==> src/hw/rtl/fla_ram.sv <==
// Generic single-write, single-read RAM with registered read data.
// Stand-alone; used by free_list_allocator for the arena and the free table.
module fla_ram #(
  parameter int unsigned Width = 8,
  parameter int unsigned Depth = 64
) (
  input  logic                     clk_i,
  input  logic                     we_i,
  input  logic [$clog2(Depth)-1:0] waddr_i,
  input  logic [Width-1:0]         wdata_i,
  input  logic [$clog2(Depth)-1:0] raddr_i,
  output logic [Width-1:0]         rdata_o
);

  logic [Width-1:0] mem_q [Depth];

  always_ff @(posedge clk_i) begin
    if (we_i) begin
      mem_q[waddr_i] <= wdata_i;
    end
    rdata_o <= mem_q[raddr_i];
  end

endmodule

==> config.mk <==
export PLATFORM = sky130hd
export DESIGN_NAME = fla_ram
export DESIGN_NICKNAME = d
export VERILOG_FILES = /design/src/hw/rtl/fla_ram.sv
export SDC_FILE = /design/constraint.sdc
export NUM_CORES = 1
export LEC_CHECK = 0
export BUFFER_PORTS_ARGS = -buffer_cell sky130_fd_sc_hd__buf_2
export CAP_MARGIN = 25
export CELL_PAD_IN_SITES_DETAIL_PLACEMENT = 0
export CELL_PAD_IN_SITES_GLOBAL_PLACEMENT = 1
export CORE_UTILIZATION = 50
export DETAILED_ROUTE_END_ITERATION = 10
export HOLD_SLACK_MARGIN = 0.06
export PLACE_DENSITY = 0.72
export SLEW_MARGIN = 20
export SYNTH_ARGS = -nofsm -noshare
export SYNTH_HDL_FRONTEND = slang
export SYNTH_SLANG_ARGS = --single-unit
==> constraint.sdc <==
create_clock -name clk_i -period 3.07 [get_ports clk_i]
set_input_delay 0.1535 -clock clk_i [delete_from_list [all_inputs] [get_ports clk_i]]
set_output_delay 0.1535 -clock clk_i [all_outputs]
set_load 0.03 [all_outputs]
==> results.md <==
* Total grt overflow at 0
* RePlAce Congestion at approximately 0.82
* Dpl cells at 1529
* Fraction of registers with async set/reset at 0
* Commonest non-fill, non-tap cell in the layout: edfxtp_1
* Distinct cells, synth at 40
* Post-synthesis mux area share at 0.159
* Hold Path Class: primary input to flip-flop
* Vias at 9791
* Area grow syn2layout at 15.3%
* Cell at the root of the clock tree: clkbuf_16
* Post-Synth Simple-Gate Area at 0.0339
* CTS buffer count at 53
* Post-DP HPWL at between 20 and 30 mm
* Most frequent cells in the layout: edfxtp_1 (512), mux4_2 (126), nor2_1 (83), buf_4 (79), clkbuf_16 (55)
* Site Rows at 73
* Mapped Nets at between 900 and 1000
* Top Ports at 30
* DRT antenna net count at 0
* I/O Buffers at 29
* Synth area leaders: edfxtp_1 (76%), mux4_2 (14%), nor2_1 (1.5%)
* Crit end category: flip-flop
* Worst vdd ir at 0.000489 V
* Layout cells sized above 1 at 0.306
* CP Data Required Time at between 3 and 4 ns
* Average footprint of a synthesized cell at 21.5 um^2
* Crit path time final at ~2.2 ns
* Buf/Inv on CP at 2
* Drt pass-1 iters at 5
* Synth Area in XOR/XNOR at 0
* Worst setup margin at between 0.8 and 0.9 ns
* Count of warnings emitted by yosys at 0
* Vias per cell at 5.99
* CP Launch Type: primary input
* Die footprint at between 40000 and 50000 um^2
* Fill cells at approximately 2900
* Core Region at between 30000 and 40000 um^2
* Pre-CTS setup slack at between 0.4 and 0.5 ns
* Layout Utilization at 0.585
* Largest net degree at the start of global routing at 65
* Largest area contributor in the netlist: edfxtp_1
* Reg clk slew, reported paths at ~0.07 ns
* CTS Buffer Depth at 3
* Post-synth EDFFs at 512
* Cell Int Power at ~12 mW
* H-tree levels at 2
* Total GRT Usage at 0.224
* Worst slew pin tran at between 0.9 and 1 ns
* Power Density at roughly 650 nW/um^2
* Post-DP Area at 21400 um^2
* Top delay family on crit path: simple AND/OR/NAND/NOR gates
* Final nets at 1085
* Starting Density at 0.508
* Worst skew pair latency at between 0.5 and 0.6 ns
* 1st-iter DRT viols at 984
* Hold WS at ~0.074 ns
* Register area share after synthesis at 0.770
* Slew headroom at 0.356
* Syn Inst Count at 940
* Synth Cell Area at between 20000 and 25000 um^2
* Initial antenna violation count at 2
* Area occupied by multi-input gates at 4320 um^2
* Largest family of logic cells by synthesized area: multiplexers
* Post-synthesis compound-gate area fraction at 0.0207
* Post-synth top area share at 0.762
* Crit-path max FO at 10
* Dominant synthesized flop cell: edfxtp_1
* Residual DRC count at 0
* Critical path arrival at 2.44 ns
* Crit-path max cell delay at 0.91 ns
* WL per Instance at between 20 and 30 um
* Die W at between 200 and 250 um
* Clock network power share at 0.427
* Total chip power at 15.1 mW
* Vias in the first global route at about 10000
* Sw frac at 0.207
* Worst Skew at 0.0147 ns
* Comb pwr share at 0.051
* Final Hold Fails at 0
* Pleak at around 7.4 nW
* Total negative slack at 0 ns
* Max frequency at 0.447 GHz
* First-pass GRT wire length at around 66 mm
* Die Y at just over 200 um
* Hold path cells at 1
* Status: finished clean
* P_sw at ~3.1 mW
* Sequential power share at 0.521
* Post-Layout Cell Count at approximately 1600
* Final Setup Violations at 0
* Max-cap violations at 0
* Fin crit share at 0.728
* Type of the worst setup path: primary input to flip-flop
* R2R cell count at 5
* Routed WL at between 40 and 50 mm
* Critical Path, Cell by Cell: dlygate4sd3_1, buf_2, nor2b_1, nand3_1, nor2_1
* Number of clock sinks at between 500 and 600
* CTS tree: done
* Slowest-stage cell, CP: nor2_1
* RSZ-0062 raised after global routing: no
* Yosys reg bits at 520
* Worst path depth at 5
* Register area at about 16000 um^2
* Design area at 23300 um^2
* Pins Over Slew Limit at 0
* Adder-cell share of the synthesized area at 0
==> layer usage <==
metal | up-vias | GRT usage | wire length [um] | part of all wire
li1 | 4196 | - | - | -
met2 | 324 | 0.342 | 21000 | 0.47
met5 | - | 0 | 0 | 0
met4 | 0 | 0.0776 | 1220 | 0.028
met1 | 5194 | 0.321 | 19000 | 0.43
met3 | 77 | 0.0491 | 3320 | 0.075
==> state kept, by name, indices dropped and copies added, names as in the netlist <==
name and cells:
rdata_o 8, mem_q 512
==> worst paths after layout <==
kind / from / end / slack, ns
worst min register to register: mem_q[31][4]$_DFFE_PP_ / rdata_o[4]$_DFF_P_ / 0.86
worst min-delay path: wdata_i[1] / mem_q[14][1]$_DFFE_PP_ / 0.07
worst max-delay path: waddr_i[1] / mem_q[5][3]$_DFFE_PP_ / 0.83
worst max register to register: mem_q[21][6]$_DFFE_PP_ / rdata_o[6]$_DFF_P_ / 0.87
==> cell usage after synthesis, types with 4 or more instances <==
cell      number
a221oi_1       6
nand3_1       13
dfxtp_1        8
nor2b_1       14
buf_1          4
nand2b_1       7
o22ai_1        8
o221ai_1       8
nor2_1        83
buf_2         11
nand2_1       19
mux2i_1       23
mux4_2       126
a211oi_1       4
edfxtp_1     512
mux2_2        13
nor3_1         7
buf_6          4
clkbuf_1      17
buf_4         13
==> worst register-to-register path, stage by stage (launching register included) <==
cell and delay (ns):
edfxtp_1 0.35, mux4_2 0.48, mux2_2 0.29, o221a_2 0.29, nor3_1 0.51, o32ai_1 0.16
==> kinds of logic after synthesis <==
logic type             after synthesis
AO/OA/AOI/OAI                       54
buffers and inverters               51
flip-flops                         520
multiplexers                       162
AND/OR/NAND/NOR                    153
==> power groups by stage <==
stage / registers (mW) / clock network [mW] / logic (mW)
after floorplan: 8.05 / 0 / 0.419
after global placement: 8.04 / 0 / 0.760
after detailed placement: 8.04 / 0 / 0.781
after CTS: 7.89 / 6.55 / 0.786
after global routing: 7.89 / 6.81 / 0.829
final: 7.89 / 6.47 / 0.777
==> timing repair <==
action | CTS | global route
endpoints found under the hold margin | 19 | 0
resized for setup | 0 | 0
hold buffers | 4 | 0
endpoints found under the setup margin | 0 | 0
setup buffers | 0 | 0
==> final cells by class <==
cell class                      instances  area share
Sequential cell                       520       0.668
Multi-Input combinational cell        369       0.186
Clock buffer                           69      0.0640
Timing Repair Buffer                  119      0.0418
Tap cell                              525      0.0282
Clock inverter                         31      0.0123
Antenna cell                            2    0.000215
Note: power is estimated with default switching activity, not from simulation.
